$ cat src/hdl/mte_ram.sv
// Generic single-write, single-read RAM with registered read data
module mte_ram #(
    parameter int WIDTH = 32,
    parameter int DEPTH = 16,
    parameter int AW    = (DEPTH > 1) ? $clog2(DEPTH) : 1
) (
    input  logic             i_clk,
    input  logic             i_we,
    input  logic [AW-1:0]    i_waddr,
    input  logic [WIDTH-1:0] i_wdata,
    input  logic [AW-1:0]    i_raddr,
    output logic [WIDTH-1:0] o_rdata
);
    logic [WIDTH-1:0] r_mem [DEPTH];
    logic [WIDTH-1:0] r_rdata;

    always_ff @(posedge i_clk) begin
        if (i_we) begin
            r_mem[i_waddr] <= i_wdata;
        end
        r_rdata <= r_mem[i_raddr];
    end

    assign o_rdata = r_rdata;
endmodule

$ cat config.mk
export PLATFORM = sky130hd
export DESIGN_NAME = mte_ram
export DESIGN_NICKNAME = d
export VERILOG_FILES = /design/src/hdl/mte_ram.sv
export SDC_FILE = /design/constraint.sdc
export NUM_CORES = 1
export LEC_CHECK = 0
export ABC_CLOCK_PERIOD_IN_PS = 9400
export BUFFER_PORTS_ARGS = -buffer_cell sky130_fd_sc_hd__buf_4
export CORE_MARGIN = 4
export CORE_UTILIZATION = 60
export CTS_CLUSTER_SIZE = 24
export DETAILED_ROUTE_END_ITERATION = 7
export PLACE_DENSITY = 0.82
export SLEW_MARGIN = 5
export SYNTH_ARGS = -nofsm -noshare
export SYNTH_HDL_FRONTEND = slang
export SYNTH_SLANG_ARGS = --single-unit
$ cat constraint.sdc
create_clock -name i_clk -period 9.4 [get_ports i_clk]
set_input_delay 0.47 -clock i_clk [delete_from_list [all_inputs] [get_ports i_clk]]
set_output_delay 0.47 -clock i_clk [all_outputs]
set_load 0.01 [all_outputs]
Word-level counts from Yosys, hierarchy flattened:

Memories as Yosys holds them, arrays and structs flattened. A register that Yosys moved wholly into a read port is not among the register bits.
Index checks and enable logic that the tools add are counted.

* mux-type cells: 2

Operators by type and width (number)
* two-way mux 1 bit: 2

* output and inout bits: 32
* logic and storage cells: 3
* flip-flop bits (word level): 0
* memories kept: 1
* RAM bits: 512
* bits of input ports: 42

Memories
* r_mem: words 16, width 32, read ports 1, clocked after Yosys merged registers in 1, wr ports 1, RTL line 14 `logic [WIDTH-1:0] r_mem [DEPTH];`

Longest topological paths before layout:

* word-level depth: 2
* mapped depth: 5
* mapped depth without buffers: 3

Least setup slack after synthesis:

OpenSTA, ideal clock, no wires.

* kind: input to register
* from: input i_waddr[2]
* to: memory r_mem[0][0], enable pin
* arrival time: 3188 ps
* stages on the path: 2
* slack: 5750 ps
* library setup time: 461 ps
* data required time: 8939 ps
* path buffers: 0
* cells stage by stage: or3b_2 > nor3_1

RTL lines
* from (decl): RTL line 9 `input logic [AW-1:0] i_waddr,`
* to (decl): RTL line 14

No word-level cell before the write port.

==> impl_metrics.env <==
export IMPL_clk_path_buf_depth=3
export IMPL_leakage_nw=7.32
export IMPL_worst_hold_startpoint="i_wdata[29]"
export IMPL_p_total_mw=5.01
export IMPL_required_ns=9.83
export IMPL_met3_wirelength_mm=4.10
export IMPL_powerDensity_mw_per_mm2=221
export IMPL_drv_slew=0
export IMPL_peakVddDrop_uv=145
export IMPL_firstDrtPassIters=5
export IMPL_num_vias=9266
export IMPL_die_area_mm2=0.0361
export IMPL_status="completed"
export IMPL_synth_seq_cells=544
export IMPL_layout_commonest_cell="edfxtp_1"
export IMPL_drt_wl_total_mm=42.8
export IMPL_seq_area_frac_synth_pct=80.7
export IMPL_setup_viol_count_final=0
export IMPL_grt_overflow=0
export IMPL_grt_usage_pct=24.3
export IMPL_crit_path_end_kind="flop"
export IMPL_syn_avg_cell_area_um2=23.7
export IMPL_numCtsBuffers=50
export IMPL_maxSlewHeadroom_pct=26.1
export IMPL_syn_nets=880
export IMPL_clk_latency_ns=0.56
export IMPL_synthCells=838
export IMPL_clock_root_buffer="clkbuf_16"
export IMPL_fp_row_count=66
export IMPL_mostFrequentLayoutCells="edfxtp_1 (512), mux4_2 (128), buf_4 (94)"
export IMPL_ant_nets=0
export IMPL_syn2layout_area_growth_pct=14.3
export IMPL_cts_hold_buf=0
export IMPL_drive_above_1_share_pct=32.4
export IMPL_rr_startpoint="r_mem[11][19]$_DFFE_PP_"
export IMPL_tns_ns=0
export IMPL_cts_sinks=544
export IMPL_min_period_over_period_pct=32.5
export IMPL_grt_pass1_vias=9783
export IMPL_syn_area_mm2=0.0199
export IMPL_antenna_cells=0
export IMPL_drt_iter0_drc=1132
export IMPL_ios=74
export IMPL_post_dp_hpwl_mm=18.8
export IMPL_n_fill_cell=1863
export IMPL_post_route_min_period_ns=3.06
export IMPL_cts_clk_slew_worst_paths_ns=0.06
export IMPL_ys_warn_count=0
export IMPL_worstMarginPinSlew_ns=1.11
export IMPL_crit_start="i_raddr[0]"
export IMPL_hp_class="in -> reg"
export IMPL_drv_cap=0
export IMPL_cp_start_kind="primary input"
export IMPL_dr_max_layer_used="met4"
export IMPL_port_buffers=73
export IMPL_vias_per_cell=6.51
export IMPL_ys_types=18
export IMPL_hold_slack_ns=0.208
export IMPL_die_x_um=190
export IMPL_grt_max_degree=77
export IMPL_post_cts_buffers=0
export IMPL_path_max_fanout=49
export IMPL_drc_errors=0
export IMPL_h_tree_depth=2
export IMPL_wirelength_met1_mm=16.2
export IMPL_start_util_pct=60.9
export IMPL_antenna_found_initial=0
export IMPL_wl_per_cell_um=30.1
export IMPL_cts_tree="yes"
export IMPL_grt_pass1_wl_mm=63.7
export IMPL_fp_dieH_um=190
export IMPL_cp_arrival_ns=3.49
export IMPL_globalplace_congestion=0.729
export IMPL_ctsResizeCount=0
export IMPL_skew_ns=0.0150
export IMPL_dr_wl_met2_mm=21.7
export IMPL_hold_viol_final=0
export IMPL_max_freq_mhz=327
export IMPL_path_class="in -> reg"
export IMPL_rsz0062_at_grt="no"
export IMPL_fin_nets=984
export IMPL_core_area_mm2=0.0326
-- cell families (layout without fill, tap and decap cells) --
group	count (synthesis)	after routing	synth area share, %
buffers and inverters	43	187	1.12
DFF	544	544	80.7
AOI/OAI and AO/OA	64	64	2.42
muxes	128	128	14.5
and+or+nand+nor	59	59	1.27
-- cells in the mapped netlist --
| master | count | area share, % |
|---|---|---|
| edfxtp_1 | 512 | 77 |
| mux4_2 | 128 | 15 |
| a22oi_1 | 64 | 2.4 |
| nand2_1 | 33 | 0.62 |
| dfxtp_1 | 32 | 3.2 |
| clkbuf_1 | 17 | 0.32 |
| nor2_1 | 13 | 0.25 |
| buf_4 | 11 | 0.42 |
| buf_1 | 9 | 0.17 |
| buf_2 | 4 | 0.10 |
| nor3_1 | 4 | 0.10 |
| buf_6 | 2 | 0.11 |
| nand2b_1 | 2 | 0.063 |
| nand3b_1 | 2 | 0.076 |
| nor2b_1 | 2 | 0.063 |
| and2_1 | 1 | 0.032 |
| nand3_1 | 1 | 0.025 |
| or3b_2 | 1 | 0.044 |
-- registers in the layout, indices dropped and copies added, names as in the netlist --
signal,flops
r_mem,512
o_rdata,32
-- routing by layer --
layer	up-vias	GRT usage, %
met5	-	0
met4	0	5.54
met3	59	5.23
met2	545	39.7
met1	4896	34.6
li1	3766	-
-- final cells by class --
cell class                 instances  area (µm²)  area share [%]
tap                              442         553            2.44
sequential                       544       16000            70.6
multi-input combinational        251        3750            16.5
clock buffer                      75        1480            6.52
timing repair buffer              95         719            3.17
clock inverter                    17         181           0.799
-- power by group --
group,internal (mW),leakage [nW],switching [mW]
registers,2.71,4.89,0.0208
clock network,1.19,0.822,0.833
logic,0.108,1.60,0.140
total,4.01,7.32,0.994
-- final timing paths --
kind	endpoint	slack, ns	cells after the start
setup reg to reg	o_rdata[19]$_DFF_P_	8.01	3
hold reg to reg	o_rdata[8]$_DFF_P_	0.67	3
hold / removal	r_mem[1][29]$_DFFE_PP_	0.21	1
setup / recovery	o_rdata[20]$_DFF_P_	6.34	6
-- metrics by stage --
stage	worst slack, ns	cell area, µm²	util [%]	instances
final	6.34	22700	69.6	1424
after global routing	5.97	22700	69.6	1424
after CTS	6.22	22700	69.6	1424
after detailed placement	5.69	21000	64.5	1332
after global placement	5.74	21000	64.5	1332
after floorplan	5.75	19900	-	838
-- worst max-delay path, cell delays in order --
cell	delay (ns)
clkbuf_8	0.48
buf_4	0.85
buf_4	0.68
mux4_2	0.59
a22oi_1	0.25
nand2_1	0.09
Note: power is estimated with default switching activity, not from simulation.
