### config.mk
export PLATFORM = sky130hd
export DESIGN_NAME = mte_mul
export DESIGN_NICKNAME = d
export VERILOG_FILES = /design/src/hdl/mte_pkg.sv /design/src/hdl/mte_mul.sv
export SDC_FILE = /design/constraint.sdc
export NUM_CORES = 2
export LEC_CHECK = 0
export BUFFER_PORTS_ARGS = -buffer_cell sky130_fd_sc_hd__buf_2
export CORE_MARGIN = 2
export CORE_UTILIZATION = 41
export DETAILED_ROUTE_END_ITERATION = 8
export SYNTH_ARGS = -nofsm -noshare
export SYNTH_HDL_FRONTEND = slang
export SYNTH_SLANG_ARGS = --single-unit
### constraint.sdc
create_clock -name i_clk -period 25.6 [get_ports i_clk]
set_clock_uncertainty 0.1 [all_clocks]
set_input_delay 2.56 -clock i_clk [delete_from_list [all_inputs] [get_ports i_clk]]
set_output_delay 2.56 -clock i_clk [all_outputs]
set_load 0.01 [all_outputs]
### src/hdl/mte_pkg.sv
// Shared constants, register codes and saturation helpers for the matrix exponential unit
package mte_pkg;

    localparam int DATA_W        = 32;
    localparam int DIM_W         = 3;
    localparam int TERMS_W       = 7;
    localparam int CFG_IDX_W     = 2;
    localparam int CFG_DATA_W    = 7;
    localparam int MAX_DIM_DEF   = 4;
    localparam int FRAC_BITS_DEF = 24;

    // configuration register indexes
    localparam logic [CFG_IDX_W-1:0] CFG_DIM   = 2'd0;
    localparam logic [CFG_IDX_W-1:0] CFG_TERMS = 2'd1;

    localparam logic [DIM_W-1:0]   DIM_RESET   = 3'd4;
    localparam logic [TERMS_W-1:0] TERMS_RESET = 7'd100;

    localparam logic signed [63:0] S32_MAX = 64'sd2147483647;
    localparam logic signed [63:0] S32_MIN = -64'sd2147483648;

    // clamp a 64-bit value into the signed 32-bit range
    function automatic logic signed [DATA_W-1:0] sat32(input logic signed [63:0] v);
        logic signed [DATA_W-1:0] res;
        if (v > S32_MAX) begin
            res = 32'sh7fff_ffff;
        end else if (v < S32_MIN) begin
            res = 32'sh8000_0000;
        end else begin
            res = v[DATA_W-1:0];
        end
        return res;
    endfunction

    // true when sat32 would clamp
    function automatic logic ovf32(input logic signed [63:0] v);
        return (v > S32_MAX) || (v < S32_MIN);
    endfunction

endpackage

### src/hdl/mte_mul.sv
// Registered fixed-point multiplier: exact product, round half up, arithmetic shift
module mte_mul #(
    parameter int FRAC_BITS = 24
) (
    input  logic                      i_clk,
    input  logic signed [31:0]        i_a,
    input  logic signed [31:0]        i_b,
    output logic signed [63:0]        o_p
);
    import mte_pkg::*;

    localparam logic signed [63:0] HALF = 64'sd1 <<< (FRAC_BITS - 1);

    logic signed [63:0] w_prod;
    logic signed [63:0] r_p;

    assign w_prod = 64'(i_a) * 64'(i_b);

    always_ff @(posedge i_clk) begin
        r_p <= (w_prod + HALF) >>> FRAC_BITS;
    end

    assign o_p = r_p;
endmodule

After elaboration in Yosys (flattened, before gate mapping)
Cells that the tools add are included.
{"block": "totals", "regBits": 40, "input_bits": 65, "elab_cells": 3}
{"block": "op_classes", "n_addsub": 1, "n_mul": 1}
{"cell": "64-bit by 25-bit adder with 64-bit output (second input constant)", "n": 1}
{"cell": "32-bit by 32-bit multiplier with 64-bit output", "n": 1}

Logic depth before layout (Yosys ltp)
{"block": "logic_depth", "ltp_word": 2, "mapped_depth": 28, "mapped_depth_nobuf": 26}

Worst setup path after synthesis
No wires, ideal clock.
{"block": "synth_path", "path_type": "in2reg", "from": "input port i_a[31]", "to": "register r_p[37] (netlist: o_p[37])", "setup_time_ns": 0.072, "arrival_ns": 9.651, "setup_slack_ns": 15.777, "stages": 28, "n_path_buf": 2, "path_cell_list": "clkbuf_1 > nand2_1 > inv_1 > fa_1 > inv_1 > fa_1 > inv_1 > fa_1 > fa_1 > inv_1 > fa_1 > inv_1 > fa_1 > inv_1 > fa_1 > inv_1 > fa_1 > ha_1 > clkbuf_1 > a21o_1 > a21o_1 > a21oi_1 > o21bai_1 > a21oi_1 > o21ai_0 > o21ai_1 > nor2b_1 > xnor2_1"}
{"block": "synth_via", "elab_chain_len": 2}
{"element": "from (decl)", "line": "mte_mul.sv:6", "text": "input logic signed [31:0] i_a,"}
{"element": "32-bit by 32-bit multiplier with 64-bit output", "line": "mte_mul.sv:17", "text": "assign w_prod = 64'(i_a) * 64'(i_b);"}
{"element": "64-bit by 25-bit adder with 64-bit output", "line": "mte_mul.sv:20", "text": "r_p <= (w_prod + HALF) >>> FRAC_BITS;"}
{"element": "to (signal assigned)", "line": "mte_mul.sv:20"}
{"element": "to (decl)", "line": "mte_mul.sv:15", "text": "logic signed [63:0] r_p;"}
No other way between the ends.

Final worst setup path
{"block": "layout_path", "from": "input port i_b[6]", "to": "register r_p[34] (netlist: o_p[34])"}
{"block": "layout_via", "elab_chain_len": 2}
{"element": "from (decl)", "line": "mte_mul.sv:7", "text": "input logic signed [31:0] i_b,"}
{"element": "32-bit by 32-bit multiplier with 64-bit output", "line": "mte_mul.sv:17"}
{"element": "64-bit by 25-bit adder with 64-bit output", "line": "mte_mul.sv:20"}
No other way between the ends.

==> results.py <==
metrics = {
    "outcome": {
        "status": "completed",
    },
    "clock_network": {
        "cts_root_buf": "clkbuf_16",
        "cts_setup_buffers": 0,
        "clk_pin_slew_ps": 70,
        "postCtsResizedCells": 0,
        "cts.sinks": 40,
        "cts_tree": "built",
        "postCtsHoldBufs": 0,
        "cts.htree.levels": 2,
        "clockBufferDepth": 2,
        "numCtsBuffers": 5,
    },
    "floorplan": {
        "top_level_ports": 129,
        "dieArea_um2": 92000,
        "rows": 109,
        "die_y_um": 303,
        "initial_core_util": 0.415,
        "design.core.area_um2": 88500,
        "die_w_um": 303,
    },
    "min_path": {
        "hold_path.class": "reg -> out",
    },
    "sta": {
        "rsz0062_at_grt": "no",
        "max-slew-margin-rel": 0.362,
        "fmax_ghz": 0.0894,
        "slew_violations": 0,
        "tightest_slew_ps": 957,
        "hold_violations": 0,
        "finalSetupViolCount": 0,
        "period_share": 0.437,
        "fin_crit_ps": 11190,
        "setup-tns-final_ps": 0,
    },
    "synth": {
        "synthCells": 3877,
        "ys_types": 62,
        "yosys_warnings": 0,
        "seq_area_frac_synth": 0.0218,
        "synthAdderAreaFrac": 0.650,
        "async_flop_share": 0,
        "syn-cell-area_um2": 36700,
        "ys_seq_elements": 40,
        "avgSynthCellArea_um2": 9.47,
        "synth_top_family_by_area": "adder cells",
        "synthMuxAreaShare": 0.000273,
        "synth.net_count": 5202,
        "synth_compound_area_frac": 0.0316,
        "synth_ff_type": "dfxtp_1",
        "synthSimpleGateAreaFrac": 0.157,
        "synth_edf_count": 0,
        "synth_xor_area_frac": 0.0131,
    },
    "detailed_routing": {
        "drt_first_pass_iters": 5,
        "vias": 25200,
        "drc": 0,
        "viasPerCell": 5.07,
        "drtIter0Drc": 1656,
        "drt.antenna.violating_nets": 0,
        "drt_wl_total_um": 104000,
        "routedWlPerCell_um": 20.9,
    },
    "worst_setup_path": {
        "cp_max_fo": 32,
        "critical_path_class": "in -> reg",
        "end_kind": "flop",
        "start_kind": "input port",
        "critical_path_arrival_ps": 11310,
        "cp_data_required_time_ps": 25720,
    },
    "placed_design": {
        "dp_hpwl_um": 83000,
        "portBuffers": 128,
        "place.gp.congestion": 0.930,
    },
    "grt": {
        "grt_overflow": 0,
        "grt_pass1_wl_um": 166000,
        "grt_pass1_vias": 27400,
        "grt.total_usage": 0.241,
        "grt_start_max_net_pins": 33,
        "grt_antenna_before_repair": 9,
    },
    "layout": {
        "area_growth_pct": 4.01,
        "largest_reg_flops": 40,
        "fillerInstances": 8665,
        "drive_gt1_frac": 0.0449,
        "num-nets-final": 5129,
    },
    "run": {
        "max_cap_viol_count": 0,
    },
}
[cells in the final DEF, fill, tap and decap left out, types with 3 or more instances in the layout]
cell type / n
o21ai_0: 17
xnor2_1: 37
nand3_1: 14
and3_1: 7
clkbuf_16: 5
a211oi_1: 5
o211ai_1: 6
nand2_1: 513
nor2_1: 50
buf_2: 128
a21o_1: 34
a21oi_1: 51
dfxtp_1: 40
o21bai_1: 11
a221o_1: 3
buf_4: 21
ha_1: 178
o21ai_1: 6
a31oi_1: 7
and2_1: 514
o21a_1: 4
fa_1: 1082
nand2b_1: 9
xor2_1: 18
nor2b_1: 6
nor3_1: 9
inv_1: 972
nand4_1: 13
and4_1: 4
[final cells by class]
type | count | area, um2 | share of cell area
Antenna cell | 2 | 5.00 | 0.000131
Inverter | 973 | 3650 | 0.0956
Timing Repair Buffer | 149 | 798 | 0.0209
Multi-Input combinational cell | 2635 | 31300 | 0.820
Clock buffer | 5 | 125 | 0.00328
Sequential cell | 40 | 801 | 0.0210
Tap cell | 1165 | 1460 | 0.0382
Clock inverter | 3 | 42.5 | 0.00111
[worst paths after layout]
path | start | cells after the start | end
min | o_p[3] | 1 | o_p[3]
max | i_b[6] | 24 | o_p[34]
[cells in the mapped netlist (2+ instances only)]
library cell / instances / area, um2
nand2b_1: 9 / 56.3
nand4_1: 13 / 81.3
o21bai_1: 11 / 82.6
a221o_1: 3 / 30.0
dfxtp_1: 40 / 801
nor3_1: 9 / 45.0
o21ai_1: 6 / 30.0
nor2_1: 50 / 188
and4_1: 4 / 35.0
buf_2: 3 / 15.0
and2_1: 514 / 3220
a21boi_2: 2 / 22.5
o2111ai_1: 2 / 17.5
a221oi_1: 2 / 17.5
o31a_1: 2 / 17.5
inv_1: 972 / 3650
o21a_1: 4 / 30.0
a31oi_1: 7 / 43.8
xor2_1: 18 / 158
o211ai_1: 6 / 45.0
nand2_1: 513 / 1930
fa_1: 1082 / 21700
a21oi_1: 51 / 255
o22ai_1: 2 / 12.5
a21o_1: 34 / 255
ha_1: 178 / 2230
clkbuf_1: 201 / 754
nand3_1: 14 / 70.1
xnor2_1: 37 / 324
and3_1: 7 / 43.8
nor2b_1: 6 / 37.5
buf_4: 24 / 180
o21ai_0: 17 / 85.1
nor4_1: 2 / 12.5
a211oi_1: 5 / 37.5
[per-layer routing]
layer	wire, um	track usage
met1	45200	0.350
met5	91	0
met3	7570	0.0358
met2	48400	0.380
met4	2500	0.0573
[per-stage QoR]
stage / setup slack, ps / instance area, um2 / hold WS (ps) / instances / utilization
after floorplan: 15780 / 36700 / 2760 / 3877 / -
after global placement: 14140 / 38000 / 2860 / 4962 / 0.430
after detailed placement: 14160 / 38000 / 2850 / 4962 / 0.430
after CTS: 14490 / 38200 / 3230 / 4970 / 0.432
after global routing: 14060 / 38200 / 3240 / 4970 / 0.432
final: 14410 / 38200 / 3200 / 4972 / 0.432
[worst max-delay path, cell delays in order]
cell	delay (ps)
buf_2	660
nand2_1	200
inv_1	120
fa_1	420
inv_1	250
fa_1	470
inv_1	220
fa_1	500
fa_1	830
inv_1	380
fa_1	570
inv_1	50
fa_1	560
inv_1	60
fa_1	480
inv_1	50
fa_1	460
ha_1	420
nand4_1	260
nor4_1	830
o211ai_1	380
nand3_1	290
a21boi_1	110
xnor2_1	140
[logic make-up after synthesis]
family                   after synthesis
AO/OA/AOI/OAI                        171
XOR/XNOR                              55
adder cells (fa/ha/maj)             1260
buffers and inverters               1202
flip-flops                            40
multiplexers                           1
AND/OR/NAND/NOR                     1148
Power is not shown: default switching activity piles up to over one toggle a cycle in this logic, so the estimate is an artifact.
