**config.mk**
```make
export PLATFORM = sky130hd
export DESIGN_NAME = mte_div
export DESIGN_NICKNAME = d
export VERILOG_FILES = /design/src/hdl/mte_pkg.sv /design/src/hdl/mte_div.sv
export SDC_FILE = /design/constraint.sdc
export NUM_CORES = 1
export LEC_CHECK = 0
export BUFFER_PORTS_ARGS = -buffer_cell sky130_fd_sc_hd__buf_4
export CAP_MARGIN = 20
export CORE_MARGIN = 3
export CORE_UTILIZATION = 42
export DETAILED_ROUTE_END_ITERATION = 10
export PLACE_DENSITY_LB_ADDON = 0.1
export SLEW_MARGIN = 20
export SYNTH_ARGS = -nofsm -noshare
export SYNTH_HDL_FRONTEND = slang
export SYNTH_SLANG_ARGS = --single-unit
```
**constraint.sdc**
```tcl
create_clock -name i_clk -period 4.62 [get_ports i_clk]
set_clock_uncertainty 0.1 [all_clocks]
set_input_delay 0.231 -clock i_clk [delete_from_list [all_inputs] [get_ports i_clk]]
set_output_delay 0.231 -clock i_clk [all_outputs]
set_load 0.02 [all_outputs]
```
**src/hdl/mte_pkg.sv**
```systemverilog
// Shared constants, register codes and saturation helpers for the matrix exponential unit
package mte_pkg;

    localparam int DATA_W        = 32;
    localparam int DIM_W         = 3;
    localparam int TERMS_W       = 7;
    localparam int CFG_IDX_W     = 2;
    localparam int CFG_DATA_W    = 7;
    localparam int MAX_DIM_DEF   = 4;
    localparam int FRAC_BITS_DEF = 24;

    // configuration register indexes
    localparam logic [CFG_IDX_W-1:0] CFG_DIM   = 2'd0;
    localparam logic [CFG_IDX_W-1:0] CFG_TERMS = 2'd1;

    localparam logic [DIM_W-1:0]   DIM_RESET   = 3'd4;
    localparam logic [TERMS_W-1:0] TERMS_RESET = 7'd100;

    localparam logic signed [63:0] S32_MAX = 64'sd2147483647;
    localparam logic signed [63:0] S32_MIN = -64'sd2147483648;

    // clamp a 64-bit value into the signed 32-bit range
    function automatic logic signed [DATA_W-1:0] sat32(input logic signed [63:0] v);
        logic signed [DATA_W-1:0] res;
        if (v > S32_MAX) begin
            res = 32'sh7fff_ffff;
        end else if (v < S32_MIN) begin
            res = 32'sh8000_0000;
        end else begin
            res = v[DATA_W-1:0];
        end
        return res;
    endfunction

    // true when sat32 would clamp
    function automatic logic ovf32(input logic signed [63:0] v);
        return (v > S32_MAX) || (v < S32_MIN);
    endfunction

endpackage

```
**src/hdl/mte_div.sv**
```systemverilog
// Iterative restoring divider, one quotient bit per cycle
module mte_div #(
    parameter int NUM_W = 32,
    parameter int DEN_W = 7
) (
    input  logic             i_clk,
    input  logic             i_rst_n,
    input  logic             i_start,
    input  logic [NUM_W-1:0] i_num,
    input  logic [DEN_W-1:0] i_den,
    output logic             o_done,
    output logic [NUM_W-1:0] o_quot
);
    import mte_pkg::*;

    localparam int CNT_W = $clog2(NUM_W + 1);

    logic             r_busy;
    logic             r_done;
    logic [CNT_W-1:0] r_cnt;
    logic [DEN_W-1:0] r_rem;
    logic [DEN_W-1:0] r_den;
    logic [NUM_W-1:0] r_quo;
    logic [DEN_W:0]   w_shift;
    logic [DEN_W:0]   w_diff;
    logic             w_fit;

    // trial subtract of the divisor from the shifted partial remainder
    assign w_shift = {r_rem, r_quo[NUM_W-1]};
    assign w_fit   = (w_shift >= {1'b0, r_den});
    assign w_diff  = w_shift - {1'b0, r_den};

    // control
    always_ff @(posedge i_clk) begin
        if (!i_rst_n) begin
            r_busy <= 1'b0;
            r_done <= 1'b0;
            r_cnt  <= '0;
        end else begin
            r_done <= 1'b0;
            if (i_start) begin
                r_busy <= 1'b1;
                r_cnt  <= CNT_W'(NUM_W);
            end else if (r_busy) begin
                r_cnt <= r_cnt - 1'b1;
                if (r_cnt == CNT_W'(1)) begin
                    r_busy <= 1'b0;
                    r_done <= 1'b1;
                end
            end
        end
    end

    // datapath
    always_ff @(posedge i_clk) begin
        if (i_start) begin
            r_rem <= '0;
            r_den <= i_den;
            r_quo <= i_num;
        end else if (r_busy) begin
            r_rem <= w_fit ? w_diff[DEN_W-1:0] : w_shift[DEN_W-1:0];
            r_quo <= {r_quo[NUM_W-2:0], w_fit};
        end
    end

    assign o_done = r_done;
    assign o_quot = r_quo;
endmodule

```
# After elaboration in Yosys (flattened, before gate mapping)

Cells that the tools add are included.

Flip-flop bits (word level): 54

Add/subtract/negate cells: 2
$lt $le $gt $ge: 1
Equality and inequality tests: 1
Multiplexer cells: 9
Bitwise logic cells: 2
Reductions and logical operators: 3

Operators by type and width:

| cell                  | count |
|---|---|
| $mux W32              | 2 |
| $mux W6               | 2 |
| $ge A8 B7 Y1          | 1 |
| $mux W7               | 1 |
| $sub A7 B7 Y7         | 1 |
| $eq A6 B1 Y1 const B  | 1 |
| $sub A6 B1 Y6 const B | 1 |
| $mux W1               | 4 |
| $reduce_or A3 Y1      | 1 |
| $not A1 Y1            | 2 |
| $reduce_bool A2 Y1    | 1 |
| $reduce_or A2 Y1      | 1 |

# Depth between registers and ports, before layout

Word-level depth: 4
Depth in mapped cells: 9

# Worst setup path after synthesis

No wires, ideal clock.

Path type: register -> register
Start: register r_quo[31], in the netlist o_quot[31]
End: register r_rem[0]
Data arrival time: 2.248 ns
Path slack: 2.184 ns
Cell stages (with the launch flop): 10
Cells stage by stage: edfxtp_1 > inv_1 > ha_1 > fa_1 > nand2b_1 > a211o_1 > buf_6 > and3_1 > buf_6 > a311oi_2

Longest elaborated chain between the ends: 2
Elaborated cells on any way between the ends: 3
Classes of those cells: add/sub (1); order compare (1); mux (1)

RTL lines:

| what                                                 | RTL line                     | RTL |
|---|---|---|
| start: declaration                                   | mte_div.sv:23                | `logic [NUM_W-1:0] r_quo;` |
| start signal: assignment                             | mte_div.sv:59                | `r_quo <= i_num;` |
| start signal: assignment                             | mte_div.sv:62                | `r_quo <= {r_quo[NUM_W-2:0], w_fit};` |
| $sub A7 B7 Y7 / $ge A8 B7 Y1 (equally long branches) | mte_div.sv:31, mte_div.sv:30 |  |
| $mux W7 (*)                                          | mte_div.sv:61                | `r_rem <= w_fit ? w_diff[DEN_W-1:0] : w_shift[DEN_W-1:0];` |
| end signal: assignment                               | mte_div.sv:61                |  |
| end: declaration                                     | mte_div.sv:21                | `logic [DEN_W-1:0] r_rem;` |

Mark *: on every way between the ends. The rest lies on a longest branch, timed or not.
A chain may end at the register's enable or synchronous reset.

# Worst setup path after layout

Same ends and word-level chain as after synthesis.

==> impl_metrics.yaml <==
layout:
  area_delta_synth_final_pct: 28.6
  nets: 343
  design_area_um2: 3500
  fillCellCount: 548
  drive_above_1_share: 0.421
  post-route-util: 0.574
  antenna_cells: 0
  stdcell_count: 367
  multiInputGateArea_um2: 1140
  regArea_um2: 1470
yosys:
  synth_xor_xnor_area_share: 0.0257
  synth_top_flop_cell: "edfxtp_1"
  synth_seq_cells: 54
  ys_warn_count: 0
  synth.top_cell.area_share: 0.430
  synth_mux_area_frac: 0.132
  synth_compound_area_frac: 0.110
  synthTopCellsByArea: "edfxtp_1, mux2_2, dfxtp_1"
  yosysSeqAreaShare: 0.541
  synth_fa_ha_area_frac: 0.0487
  synth_common_cells: "edfxtp_1, mux2_2, dfxtp_1"
  synth-simple-area-share: 0.101
  ys_types: 49
  synthCells: 214
  synth_area_um2: 2720
  synth-edff-count: 39
  synth.most_common_cell: "edfxtp_1"
  syn_area_per_cell_um2: 12.7
  synth_top_cell_by_area: "edfxtp_1"
  synth_top_family_by_area: "multiplexers"
  synthArstFlopShare: 0
  syn-num-nets: 266
critical_path:
  startpoint_type: "flop"
  cp.arrival_ns: 2.55
  cp-end-kind: "flop"
  path_class: "reg2reg"
  r2r_slack_ns: 2.20
  rr_startpoint: "o_quot[31]"
  worstReg2RegEnd: "r_rem[0]"
  ff2ff_path_depth: 7
  cp.required_ns: 4.75
  crit_fanout: 9
floorplan:
  core_um2: 6100
  die_w_um: 86.5
  die_y_um: 86.5
  design.die.area_um2: 7480
  initial_utilization: 0.446
  ios: 75
  rows: 28
clock_tree:
  clk_path_buf_depth: 2
  cts_resized: 0
  postCtsSetupRepairBufs: 0
  cts_hold_buffers: 7
  cts.sinks: 54
  clk_pin_slew_ns: 0.10
  cts_made_buffers: 5
  tritoncts: "done"
  clk_latency_ns: 0.31
  cts-root-buf: "clkbuf_8"
  htreeDepth: 2
timing:
  hold_slack_ns: 0.0430
  min_period_over_period: 0.524
  fmax_ghz: 0.413
  final_max_slew_viol_count: 0
  hold_violations: 0
  max_slew.worst_pin.slew_ns: 0.736
  finalSetupViolations: 0
  fin_crit_ns: 2.42
  worst_slack_ns: 2.20
  max_slew_margin: 0.509
  totalNegativeSetupSlack_ns: 0
  rsz0062_at_grt: "false"
route:
  post_drt_wl_per_cell_um: 14.5
  num_vias: 1881
  wirelength_um: 5310
  ant_nets: 0
  viasPerCell: 5.13
  dr.pass1.iters: 6
  drc: 0
  first_iter_violations: 87
pwr:
  p_leak_nw: 1.44
  max-vdd-ir-drop_mv: 0.193
  power_density_nw_per_um2: 340
  total_power_mw: 1.19
worst_hold_path:
  whs_endpoint: "r_cnt[5]"
  holdPathStages: 2
  hp-class: "in2reg"
  hp-start: "i_rst_n"
place:
  dp_cells: 352
  dp_slack_ns: 2.22
  routabilityCongestion: 0.819
  place_area_um2: 3310
  dpl.hpwl_um: 3810
  io_buffers: 74
global_routing:
  grt_pass1_wl_um: 8820
  grt_pass1_vias: 1873
  antenna_found_initial: 0
  gr-total-overflow: 0
  grt_usage: 0.148
  grt_max_degree: 58
outcome:
  status: "complete, no violations"
flow_run:
  cap_violations: 0
-- placed cells by master, fill, tap and decap left out, types with 3 or more instances in the layout --
cell type and instances:
a41oi_1 4, buf_4 74, clkbuf_8 6, dfxtp_1 15
dlygate4sd3_1 7, edfxtp_1 39, ha_1 9, inv_1 14
mux2_2 31, nand2_1 8, nand2b_1 3, nor2_1 13
nor2b_1 5, nor3_1 4, nor3b_1 6, o21a_1 3
o21ai_0 4, or2_2 3, xnor2_1 5, xor2_1 3
-- cell families (layout without fill, tap and decap cells) --
family                   after synthesis  in the layout
flip-flops                            54             54
AND/OR/NAND/NOR                       51             51
adder cells (fa/ha/maj)               10             10
AO/OA/AOI/OAI                         34             34
multiplexers                          32             32
XOR/XNOR                               8              8
buffers and inverters                 25            103
-- cell type report --
class	count	area share
multi-input combinational	135	0.325
timing repair buffer	81	0.179
clock inverter	2	0.0111
clock buffer	6	0.0236
inverter	14	0.0150
tap	75	0.0268
sequential	54	0.420
-- how the worst max path moves through the flow --
stage	start	endpoint	slack, ns
6_report	o_quot[31]	r_rem[0]	2.20
2_1_floorplan	o_quot[31]	r_rem[0]	2.18
3_5_place_dp	o_quot[31]	r_rem[0]	2.22
3_3_place_gp	o_quot[31]	r_rem[2]	2.27
5_1_grt	o_quot[31]	r_rem[2]	2.04
4_1_cts	o_quot[31]	r_rem[0]	2.20
-- registers in the layout, summed over array words and instances (netlist names) --
name and count:
o_quot 32, r_den 7, r_rem 7, r_cnt 6
o_done 1, r_busy 1
-- worst max-delay path: stages (launching register included) --
cell and delay, ns:
edfxtp_1 0.37, inv_1 0.07, ha_1 0.22, fa_1 0.42, nand2b_1 0.19, a211o_1 0.38, and3_1 0.32, a311oi_2 0.28
-- layer usage --
layer,global-route usage,vias up,part of all wire
met4,0.0425,0,0.013
met1,0.194,882,0.45
li1,-,950,-
met3,0.0466,8,0.060
met2,0.235,41,0.47
met5,0,-,0
-- report_power, final --
part | internal [mW] | switching (mW) | leakage, nW | total [mW]
logic | 0.127 | 0.126 | 0.866 | 0.253
registers | 0.571 | 0.0271 | 0.513 | 0.598
clock network | 0.179 | 0.162 | 0.0618 | 0.340
Power figures use the tool's default switching activity.
